==> config.mk <==
export PLATFORM = sky130hd
export DESIGN_NAME = stack_machine_executor_flat
export DESIGN_NICKNAME = d
export VERILOG_FILES = /design/src/rtl/smx_pkg.sv /design/src/rtl/smx_if.sv /design/src/rtl/smx_stack_ram.sv /design/src/rtl/smx_div.sv /design/src/rtl/stack_machine_executor.sv /design/src/flat_wrapper.sv
export SDC_FILE = /design/constraint.sdc
export NUM_CORES = 2
export LEC_CHECK = 0
export ABC_AREA = 1
export BUFFER_PORTS_ARGS = -buffer_cell sky130_fd_sc_hd__buf_2
export CAP_MARGIN = 20
export CELL_PAD_IN_SITES_DETAIL_PLACEMENT = 1
export CELL_PAD_IN_SITES_GLOBAL_PLACEMENT = 2
export CORE_ASPECT_RATIO = 1.25
export CORE_MARGIN = 10
export CORE_UTILIZATION = 30
export DETAILED_ROUTE_END_ITERATION = 12
export PLACE_DENSITY_LB_ADDON = 0.1
export RECOVER_POWER = 100
export SYNTH_ARGS = -nofsm -noshare
export SYNTH_HDL_FRONTEND = slang
export SYNTH_SLANG_ARGS = --single-unit
==> constraint.sdc <==
create_clock -name clk_i -period 6.65 [get_ports clk_i]
set_clock_uncertainty 0.15 [all_clocks]
set_input_delay 1.33 -clock clk_i [delete_from_list [all_inputs] [get_ports clk_i]]
set_output_delay 1.33 -clock clk_i [all_outputs]
set_load 0.05 [all_outputs]
==> src/rtl/smx_pkg.sv <==
package smx_pkg;

  localparam int unsigned STACK_DEPTH = 64;
  localparam int unsigned ADDR_W      = (STACK_DEPTH > 1) ? $clog2(STACK_DEPTH) : 1;
  localparam int unsigned SP_W        = $clog2(STACK_DEPTH + 1);
  localparam int unsigned DATA_W      = 32;
  localparam int unsigned CMD_W       = 3;
  localparam int unsigned STATUS_W    = 3;
  localparam int unsigned DEPTH_W     = 7;

  localparam logic [CMD_W-1:0] OP_PUSH = 3'd0;
  localparam logic [CMD_W-1:0] OP_ADD  = 3'd1;
  localparam logic [CMD_W-1:0] OP_SUB  = 3'd2;
  localparam logic [CMD_W-1:0] OP_DIV  = 3'd3;
  localparam logic [CMD_W-1:0] OP_OUT  = 3'd4;
  localparam logic [CMD_W-1:0] OP_HALT = 3'd5;

  localparam logic [STATUS_W-1:0] ST_OK      = 3'd0;
  localparam logic [STATUS_W-1:0] ST_UNDER   = 3'd1;
  localparam logic [STATUS_W-1:0] ST_OVER    = 3'd2;
  localparam logic [STATUS_W-1:0] ST_DIVZERO = 3'd3;
  localparam logic [STATUS_W-1:0] ST_UNKNOWN = 3'd4;
  localparam logic [STATUS_W-1:0] ST_HALTED  = 3'd5;

  typedef struct packed {
    logic              en;
    logic [ADDR_W-1:0] addr;
    logic [DATA_W-1:0] data;
  } smx_wr_t;

  typedef struct packed {
    logic              start;
    logic [DATA_W-1:0] dividend;
    logic [DATA_W-1:0] divisor;
  } smx_div_req_t;

endpackage

==> src/rtl/smx_if.sv <==
interface smx_cmd_if import smx_pkg::*; ();
  logic                     valid;
  logic                     ready;
  logic [CMD_W-1:0]         command;
  logic signed [DATA_W-1:0] operand;

  modport source (output valid, command, operand, input ready);
  modport sink   (input valid, command, operand, output ready);
endinterface

interface smx_res_if import smx_pkg::*; ();
  logic                     valid;
  logic                     ready;
  logic signed [DATA_W-1:0] value;
  logic                     value_valid;
  logic [STATUS_W-1:0]      status;
  logic [DEPTH_W-1:0]       depth_now;

  modport source (output valid, value, value_valid, status, depth_now, input ready);
  modport sink   (input valid, value, value_valid, status, depth_now, output ready);
endinterface

==> src/rtl/smx_stack_ram.sv <==
module smx_stack_ram import smx_pkg::*; (
  input  logic              clk_i,
  input  smx_wr_t           wr_i,
  input  logic [ADDR_W-1:0] rd_addr_a_i,
  input  logic [ADDR_W-1:0] rd_addr_b_i,
  output logic [DATA_W-1:0] rd_data_a_o,
  output logic [DATA_W-1:0] rd_data_b_o
);

  logic [DATA_W-1:0] mem_q [STACK_DEPTH];

  always_ff @(posedge clk_i) begin
    if (wr_i.en) begin
      mem_q[wr_i.addr] <= wr_i.data;
    end
  end

  always_ff @(posedge clk_i) begin
    rd_data_a_o <= mem_q[rd_addr_a_i];
    rd_data_b_o <= mem_q[rd_addr_b_i];
  end

endmodule

==> src/rtl/smx_div.sv <==
module smx_div import smx_pkg::*; (
  input  logic              clk_i,
  input  logic              rst_ni,
  input  smx_div_req_t      req_i,
  output logic              busy_o,
  output logic [DATA_W-1:0] quotient_o
);

  localparam int unsigned CNT_W = $clog2(DATA_W);

  logic              busy_q, busy_d;
  logic [CNT_W-1:0]  cnt_q, cnt_d;
  logic [DATA_W:0]   rem_q, rem_d;
  logic [DATA_W-1:0] quo_q, quo_d;
  logic [DATA_W-1:0] dvs_q, dvs_d;
  logic              neg_q, neg_d;
  logic [DATA_W:0]   rem_sh;
  logic [DATA_W:0]   diff;
  logic              sn, tn;

  assign sn = req_i.dividend[DATA_W-1];
  assign tn = req_i.divisor[DATA_W-1];
  assign rem_sh = {rem_q[DATA_W-1:0], quo_q[DATA_W-1]};
  assign diff   = rem_sh - {1'b0, dvs_q};

  always_comb begin
    busy_d = busy_q;
    cnt_d  = cnt_q;
    rem_d  = rem_q;
    quo_d  = quo_q;
    dvs_d  = dvs_q;
    neg_d  = neg_q;
    if (req_i.start) begin
      busy_d = 1'b1;
      cnt_d  = '0;
      rem_d  = '0;
      quo_d  = sn ? (DATA_W'(0) - req_i.dividend) : req_i.dividend;
      dvs_d  = tn ? (DATA_W'(0) - req_i.divisor) : req_i.divisor;
      neg_d  = sn ^ tn;
    end else if (busy_q) begin
      if (!diff[DATA_W]) begin
        rem_d = diff;
        quo_d = {quo_q[DATA_W-2:0], 1'b1};
      end else begin
        rem_d = rem_sh;
        quo_d = {quo_q[DATA_W-2:0], 1'b0};
      end
      cnt_d = cnt_q + CNT_W'(1);
      if (cnt_q == CNT_W'(DATA_W - 1)) begin
        busy_d = 1'b0;
      end
    end
  end

  always_ff @(posedge clk_i or negedge rst_ni) begin
    if (!rst_ni) begin
      busy_q <= 1'b0;
      cnt_q  <= '0;
    end else begin
      busy_q <= busy_d;
      cnt_q  <= cnt_d;
    end
  end

  always_ff @(posedge clk_i) begin
    rem_q <= rem_d;
    quo_q <= quo_d;
    dvs_q <= dvs_d;
    neg_q <= neg_d;
  end

  assign busy_o     = busy_q;
  assign quotient_o = neg_q ? (DATA_W'(0) - quo_q) : quo_q;

endmodule

==> src/rtl/stack_machine_executor.sv <==
// channel  | dir | modport | payload
// cmd_i    | in  | sink    | command[2:0], operand[31:0]
// res_o    | out | source  | value[31:0], value_valid, status[2:0], depth_now[6:0]
//
// Every request first reads the two top entries from the stack RAM, then computes
// the result and writes it back. Division first runs in the restoring divider
// (one quotient bit per cycle) and then writes the quotient back.
// Reset clears the stack count, the halt flag and the result valid flag; the RAM
// is not cleared. A stalled result holds completion of the next request but not its
// acceptance.
module stack_machine_executor import smx_pkg::*; (
  input  logic      clk_i,
  input  logic      rst_ni,
  smx_cmd_if.sink   cmd_i,
  smx_res_if.source res_o
);

  localparam logic [1:0] S_IDLE = 2'd0;
  localparam logic [1:0] S_EXEC = 2'd1;
  localparam logic [1:0] S_DIV  = 2'd2;

  logic [1:0]          state_q, state_d;
  logic [SP_W-1:0]     sp_q, sp_d;
  logic                halted_q, halted_d;
  logic [CMD_W-1:0]    cmd_q;
  logic [DATA_W-1:0]   opnd_q;
  logic                out_valid_q, out_valid_d;
  logic [DATA_W-1:0]   value_q, value_d;
  logic                vv_q, vv_d;
  logic [STATUS_W-1:0] status_q, status_d;
  logic [DEPTH_W-1:0]  depth_q, depth_d;

  logic                accept;
  logic                out_free;
  logic                finish;
  logic [DATA_W-1:0]   top_val, sec_val;
  logic [DATA_W-1:0]   quo;
  logic                div_busy;
  smx_wr_t             wr;
  smx_div_req_t        div_req;
  logic [ADDR_W-1:0]   addr_top, addr_sec;

  assign accept   = cmd_i.valid && cmd_i.ready;
  assign out_free = !out_valid_q || res_o.ready;
  assign addr_top = ADDR_W'(sp_q - SP_W'(1));
  assign addr_sec = ADDR_W'(sp_q - SP_W'(2));

  smx_stack_ram u_ram (
    .clk_i       (clk_i),
    .wr_i        (wr),
    .rd_addr_a_i (addr_top),
    .rd_addr_b_i (addr_sec),
    .rd_data_a_o (top_val),
    .rd_data_b_o (sec_val)
  );

  smx_div u_div (
    .clk_i      (clk_i),
    .rst_ni     (rst_ni),
    .req_i      (div_req),
    .busy_o     (div_busy),
    .quotient_o (quo)
  );

  always_comb begin
    state_d          = state_q;
    sp_d             = sp_q;
    halted_d         = halted_q;
    finish           = 1'b0;
    value_d          = '0;
    vv_d             = 1'b0;
    status_d         = ST_OK;
    wr               = '0;
    div_req.start    = 1'b0;
    div_req.dividend = sec_val;
    div_req.divisor  = top_val;

    unique case (state_q)
      S_IDLE: begin
        if (accept) begin
          state_d = S_EXEC;
        end
      end
      S_EXEC: begin
        if (halted_q) begin
          status_d = ST_HALTED;
        end else begin
          unique case (cmd_q)
            OP_PUSH: begin
              if (sp_q == SP_W'(STACK_DEPTH)) begin
                status_d = ST_OVER;
              end else begin
                wr.en   = 1'b1;
                wr.addr = ADDR_W'(sp_q);
                wr.data = opnd_q;
                sp_d    = sp_q + SP_W'(1);
              end
            end
            OP_ADD, OP_SUB, OP_DIV: begin
              if (sp_q < SP_W'(2)) begin
                status_d = ST_UNDER;
              end else if (cmd_q == OP_DIV) begin
                if (top_val == '0) begin
                  status_d = ST_DIVZERO;
                end else begin
                  div_req.start = 1'b1;
                end
              end else begin
                wr.en   = 1'b1;
                wr.addr = addr_sec;
                wr.data = (cmd_q == OP_ADD) ? (sec_val + top_val) : (sec_val - top_val);
                sp_d    = sp_q - SP_W'(1);
              end
            end
            OP_OUT: begin
              if (sp_q == '0) begin
                status_d = ST_UNDER;
              end else begin
                value_d = top_val;
                vv_d    = 1'b1;
                sp_d    = '0;
              end
            end
            OP_HALT: begin
              halted_d = 1'b1;
            end
            default: begin
              status_d = ST_UNKNOWN;
            end
          endcase
        end
        if (div_req.start) begin
          state_d = S_DIV;
        end else if (out_free) begin
          finish  = 1'b1;
          state_d = S_IDLE;
        end
        if (!finish) begin
          wr.en    = 1'b0;
          sp_d     = sp_q;
          halted_d = halted_q;
        end
      end
      S_DIV: begin
        if (!div_busy && out_free) begin
          finish  = 1'b1;
          wr.en   = 1'b1;
          wr.addr = addr_sec;
          wr.data = quo;
          sp_d    = sp_q - SP_W'(1);
          state_d = S_IDLE;
        end
      end
      default: begin
        state_d = S_IDLE;
      end
    endcase

    depth_d     = DEPTH_W'(sp_d);
    out_valid_d = out_valid_q;
    if (finish) begin
      out_valid_d = 1'b1;
    end else if (res_o.ready) begin
      out_valid_d = 1'b0;
    end
  end

  always_ff @(posedge clk_i or negedge rst_ni) begin
    if (!rst_ni) begin
      state_q     <= S_IDLE;
      sp_q        <= '0;
      halted_q    <= 1'b0;
      out_valid_q <= 1'b0;
    end else begin
      state_q     <= state_d;
      sp_q        <= sp_d;
      halted_q    <= halted_d;
      out_valid_q <= out_valid_d;
    end
  end

  always_ff @(posedge clk_i) begin
    if (accept) begin
      cmd_q  <= cmd_i.command;
      opnd_q <= cmd_i.operand;
    end
    if (finish) begin
      value_q  <= value_d;
      vv_q     <= vv_d;
      status_q <= status_d;
      depth_q  <= depth_d;
    end
  end

  assign cmd_i.ready       = (state_q == S_IDLE);
  assign res_o.valid       = out_valid_q;
  assign res_o.value       = value_q;
  assign res_o.value_valid = vv_q;
  assign res_o.status      = status_q;
  assign res_o.depth_now   = depth_q;

  a_sp_bound: assert property (@(posedge clk_i) disable iff (!rst_ni)
    sp_q <= SP_W'(STACK_DEPTH))
    else $error("stack count beyond depth");

  a_accept_exec: assert property (@(posedge clk_i) disable iff (!rst_ni)
    accept |=> state_q == S_EXEC)
    else $error("accepted request not executed");

  a_halt_sticky: assert property (@(posedge clk_i) disable iff (!rst_ni)
    halted_q |=> halted_q)
    else $error("halt flag dropped");

  a_div_state: assert property (@(posedge clk_i) disable iff (!rst_ni)
    div_busy |-> state_q == S_DIV)
    else $error("divider busy outside divide state");

  a_value_ok: assert property (@(posedge clk_i) disable iff (!rst_ni)
    (res_o.valid && res_o.value_valid) |-> res_o.status == ST_OK)
    else $error("value reported with error status");

endmodule

==> src/flat_wrapper.sv <==
// flat-port wrapper written by rule: the top's interface ports become plain ports
module stack_machine_executor_flat import smx_pkg::*;
  (clk_i, rst_ni, cmd_i_valid, cmd_i_command, cmd_i_operand, cmd_i_ready, res_o_valid, res_o_value, res_o_value_valid, res_o_status, res_o_depth_now, res_o_ready);
  smx_cmd_if cmd_i_i ();
  smx_res_if res_o_i ();
  input  logic clk_i;
  input  logic rst_ni;
  input wire logic [$bits(cmd_i_i.valid)-1:0] cmd_i_valid;
  input wire logic [$bits(cmd_i_i.command)-1:0] cmd_i_command;
  input wire logic [$bits(cmd_i_i.operand)-1:0] cmd_i_operand;
  output wire logic [$bits(cmd_i_i.ready)-1:0] cmd_i_ready;
  output wire logic [$bits(res_o_i.valid)-1:0] res_o_valid;
  output wire logic [$bits(res_o_i.value)-1:0] res_o_value;
  output wire logic [$bits(res_o_i.value_valid)-1:0] res_o_value_valid;
  output wire logic [$bits(res_o_i.status)-1:0] res_o_status;
  output wire logic [$bits(res_o_i.depth_now)-1:0] res_o_depth_now;
  input wire logic [$bits(res_o_i.ready)-1:0] res_o_ready;
  assign cmd_i_i.valid = cmd_i_valid;
  assign cmd_i_i.command = cmd_i_command;
  assign cmd_i_i.operand = cmd_i_operand;
  assign cmd_i_ready = cmd_i_i.ready;
  assign res_o_valid = res_o_i.valid;
  assign res_o_value = res_o_i.value;
  assign res_o_value_valid = res_o_i.value_valid;
  assign res_o_status = res_o_i.status;
  assign res_o_depth_now = res_o_i.depth_now;
  assign res_o_i.ready = res_o_ready;
  stack_machine_executor u_core (.clk_i(clk_i), .rst_ni(rst_ni), .cmd_i(cmd_i_i), .res_o(res_o_i));
endmodule
Word-level counts from Yosys, hierarchy flattened --
Memories as Yosys holds them, arrays and structs flattened. A register that Yosys moved wholly into a read port is not among the register bits. Cells that the tools add are included. W data, S select, Z words.
Cells by class: add/sub/neg operators 10, magnitude comparators 1, equality and inequality tests 12, muxes and demuxes 61, bitwise gates (word level) 3, reduce and logical (&&, ||, !) cells 17
Operator list (count):
- $mux W39 | 5
- $mux W32 | 6
- $pmux W39 S2 | 2
- $sub A1 B32 Y32 const A | 3
- $mux W7 | 7
- $sub A33 B32 Y33 | 1
- $add A32 B32 Y32 | 1
- $logic_not A32 Y1 | 1
- $sub A32 B32 Y32 | 1
- $mux W31 | 1
- $mux W1 | 24
- $pmux W7 S3 | 1
- $pmux W7 S2 | 1
- $mux W2 | 6
- $pmux W3 S4 | 1
- $mux W5 | 2
- $mux W3 | 3
- $add A7 B1 Y7 const B | 1
- $eq A7 B7 Y1 const B | 1
- $logic_not A7 Y1 | 1
- $lt A7 B2 Y1 const B | 1
- $sub A7 B1 Y7 const B | 1
- $eq A3 B2 Y1 const B | 2
- $eq A3 B3 Y1 const B | 2
- other kinds (24) | 29
Word-level totals: flip-flop bits (word level) 192, memory bits (writable) 2048, input bits 39, output and inout port bits 45, memories kept 1
Memories:
- u_core.u_ram.mem_q | depth 64, bits a word 32, read ports 2, clocked after memory_dff 2, wr ports 1, RTL line smx_stack_ram.sv:10 | logic [DATA_W-1:0] mem_q [STACK_DEPTH];

Longest topological paths before layout --
depth in word-level cells 13, depth in mapped cells 29, gate-level depth less buffers 29

Hierarchy --
Synthesis repeated with hierarchy kept, for this count alone.
Unflattened totals: cell total of the unflattened synthesis 13963, area total of the unflattened synthesis 120754.6 µm²
Modules (own cells, without submodules):
- smx_stack_ram | times used 1, cells each 11401, area an instance 103849.6 µm², seq. area each 62780.2 µm²
- smx_div | times used 1, cells each 1446, area an instance 9080.0 µm², seq. area each 2742.6 µm²
- stack_machine_executor | times used 1, cells each 1116, area an instance 7825.0 µm², seq. area each 2617.5 µm²

Worst setup path before layout --
Ideal clock, no wire load.
path kind register to register, start register u_core.u_ram.rd_data_a_o[0] (read register of u_core.u_ram.mem_q), end memory u_core.u_ram.mem_q[0][27], data pin, data arrival time 4.722 ns, required time 5.952 ns, slack 1.231 ns, stages on the path, launching flop included 25, cells stage by stage dfxtp_1 -> inv_1 -> ha_1 -> nand2_1 -> nor2_1 -> nand2_1 -> nor2_1 -> inv_1 -> nor2_1 -> nand2_1 -> nor4_1 -> xor2_1 -> o21ai_0 -> ha_1 -> a21oi_1 -> nand2_1 -> a21oi_1 -> nor2_1 -> nor2_1 -> nand2_1 -> nand2_1 -> nand3_1 -> nand2_1 -> nand2_1 -> a21oi_1
RTL lines:
- start: declaration | RTL line smx_stack_ram.sv:6 | output logic [DATA_W-1:0] rd_data_a_o,
- end: declaration | RTL line smx_stack_ram.sv:10

Worst setup path in the final report --
start register u_core.sp_q[1], end register u_core.u_ram.rd_data_b_o[11] (read register of u_core.u_ram.mem_q)
On the way: cells in the longest elaborated chain, start to end 1
RTL lines:
- start: declaration | RTL line stack_machine_executor.sv:23 | logic [SP_W-1:0] sp_q, sp_d;
- start signal: assignment | RTL line stack_machine_executor.sv:176 | sp_q <= sp_d;
- $sub A6 B2 Y6 | RTL line stack_machine_executor.sv:46 | assign addr_sec = ADDR_W'(sp_q - SP_W'(2));
- end: declaration | RTL line smx_stack_ram.sv:7 | output logic [DATA_W-1:0] rd_data_b_o
No other way between the ends. A chain may end at the register's enable or synchronous reset.

==> flow_summary.ini <==
[status]
status = finished with violations
violations = capacitance limit, slew limit

[worst_setup_path]
crit_fanout = 74
crit_arrival_ps = 6900
criticalPathCategory = register to register
cp-start-kind = register
required_ps = 7230
end_kind = register

[clock_tree]
cts-hold-fix-buffers = 0
clkTransAtPathRegs_ps = 60
cts_buffers = 276
cts.sinks = 2304
ctsLongestPathBuffers = 4
clkLatencyLatePin_ps = 950
cts_tree = yes
cts_resized = 0
cts_root_buffer = clkbuf_16
h-tree-depth = 5
post_cts_buffers = 0

[layout]
area_delta_synth_final_pct = 13.54
final_cell_mix = nor2_1, o21ai_0, edfxtp_1
final_nets = 12313
layout_commonest_cell = nor2_1
drive_above_1_share_pct = 6.795

[floorplan]
core_area_um2 = 382600
rows = 254
fp.dieW_um = 574.4
die_area_um2 = 409500
chipHeight_um = 713.0
start_util_pct = 30.12
ioPinCount = 84

[synthesis]
synth_seq_area_share_pct = 59.12
synth_edf_count = 2191
netlist_area_um2 = 115300
synthCells = 12412
ys_async_sr_fraction_pct = 0.7378
yosys_warnings = 0
postSynthAreaPerCell_um2 = 9.286
synth_fp_nets = 12539
synth-seq-cells = 2304
synth.distinct_cells = 56
synth-main-ff-cell = edfxtp_1

[placed_design]
place_hpwl_um = 348600
place_congestion = 0.8648
io_buffers = 83

[global_route]
grt_pass1_wl_um = 789300
grtUsageTotal_pct = 26.32
grt_max_degree = 206
gr-total-overflow = 0
grt_pass1_vias = 104448
grt_antenna_before_repair = 58

[detailed_routing]
drc = 0
wl_um = 567500
dr.pass1.iters = 8
via_count = 101541
wire_per_inst_um = 32.36
ant_nets = 0
viasPerCell = 5.790
first_iter_violations = 9152

[power_and_ir_drop]
power_density_nw_per_um2 = 608.1
peakVddDrop_mv = 0.7347
power.leakage_nw = 45.51
total_power_w = 0.07957

[sta]
fin_crit_sh_pct = 95.04
rsz0062_at_grt = false
fmax_mhz = 158.2
relSlewSlack_pct = -75.88
final-max-slew-violation-count = 2485
fin_crit_ps = 6320
worst_slew_pin_slew_ps = 2638
fin_tns_setup_ps = 0
setup_violations = 0
hold_viol_final = 0

[min_path]
hp-class = register to register

[flow_run]
maxCapViolations = 77
report_power, final:
group / leakage [nW] / internal (W) / switching, W
sequential: 22.9 / 0.0162 / 0.000753
clock: 4.17 / 0.00846 / 0.00642
combinational: 18.5 / 0.0115 / 0.0362
critical path, cell delays in order (launching register included):
cell and delay, ps:
dfrtp_4 500, inv_8 470, clkbuf_2 1140, clkbuf_2 1300, o21ai_0 310, o22ai_1 230, o21ai_0 100, o22ai_1 230
nand2_1 140, nand2_1 270, nand2_1 300, o21ai_1 160, clkbuf_1 660
sequential cells by signal (all words and copies together), names as in the netlist, 5 cells and up:
name	cells
u_core.res_o.depth_now	7
u_core.res_o.value	32
u_core.u_div.quo_q	32
u_core.u_div.dvs_q	32
u_core.u_div.rem_q	32
u_core.u_ram.mem_q	2048
u_core.u_ram.rd_data_a_o	32
u_core.u_div.cnt_q	5
u_core.sp_q	7
u_core.opnd_q	32
u_core.u_ram.rd_data_b_o	32
routing by layer:
| layer | vias to the layer above | wire length [um] | GRT usage (%) |
|---|---|---|---|
| met5 | - | 66 | 0 |
| met4 | 10 | 25550 | 10.46 |
| met3 | 1024 | 29960 | 3.201 |
| met2 | 3361 | 273200 | 45.09 |
| met1 | 52976 | 238700 | 33.80 |
| li1 | 44170 | - | - |
cell type report:
class,count,area (um^2)
inverters,324,1276
multi-input cells,8829,42800
clock inverters,124,1033
flip-flops and latches,2304,68140
fillers,43149,251800
well taps,5120,6406
clock buffers,360,7480
repair buffers,451,3659
diodes,26,65.06
stage by stage:
step | util [%] | instances | hold slack [ps] | setup slack, ps | area, um^2
floorplan | - | 12412 | 286.7 | 1231 | 115300
global placement | 32.21 | 17021 | 306.0 | 676.3 | 123200
detailed placement | 32.22 | 17025 | 313.2 | 825.8 | 123300
CTS | 34.45 | 17509 | 199.7 | 769.8 | 131800
global route | 34.19 | 17520 | 336.9 | 220.9 | 130800
finish | 34.20 | 17538 | 325.2 | 329.8 | 130900
synth_stat cells, drive strengths merged, types with 37 or more instances:
| cell type | instances | area share [%] |
|---|---|---|
| nor2 | 2885 | 9.4 |
| o21ai | 2773 | 12 |
| nand3 | 288 | 1.3 |
| nor3 | 37 | 0.17 |
| buf | 158 | 0.65 |
| edfxtp | 2191 | 57 |
| xor2 | 54 | 0.41 |
| ha | 86 | 0.93 |
| a21oi | 135 | 0.59 |
| nand2 | 1157 | 3.8 |
| clkbuf | 797 | 2.6 |
| dfxtp | 96 | 1.7 |
| o22ai | 1232 | 6.7 |
| inv | 320 | 1.0 |
path summary, 6_finish.rpt:
path	cells after the start	from	slack, ps	to
setup / recovery	12	u_core.sp_q[1]	330	u_core.u_ram.rd_data_b_o[11]
hold / removal	0	u_core.u_ram.rd_data_a_o[0]	330	u_core.u_div.dvs_q[0]
max in group asynchronous	1	rst_ni	4710	u_core.sp_q[1]
hold reg to reg	0	u_core.u_ram.rd_data_a_o[0]	330	u_core.u_div.dvs_q[0]
setup reg to reg	12	u_core.sp_q[1]	330	u_core.u_ram.rd_data_b_o[11]
min in group asynchronous	1	rst_ni	580	u_core.res_o.valid
kinds of logic (layout without fill, tap and decap cells):
logic type	count (synthesis)	count (layout)	share of synthesized area [%]
xor gates and xnor gates	83	83	0.6307
AOI/OAI and AO/OA	4211	4211	19.82
DFF	2304	2304	59.12
adders and majority gates	88	88	0.9684
other	0	26	0
buffers and inverters	1279	1259	4.300
and+or+nand+nor	4447	4447	15.16
(Power assumes the default switching activity.)
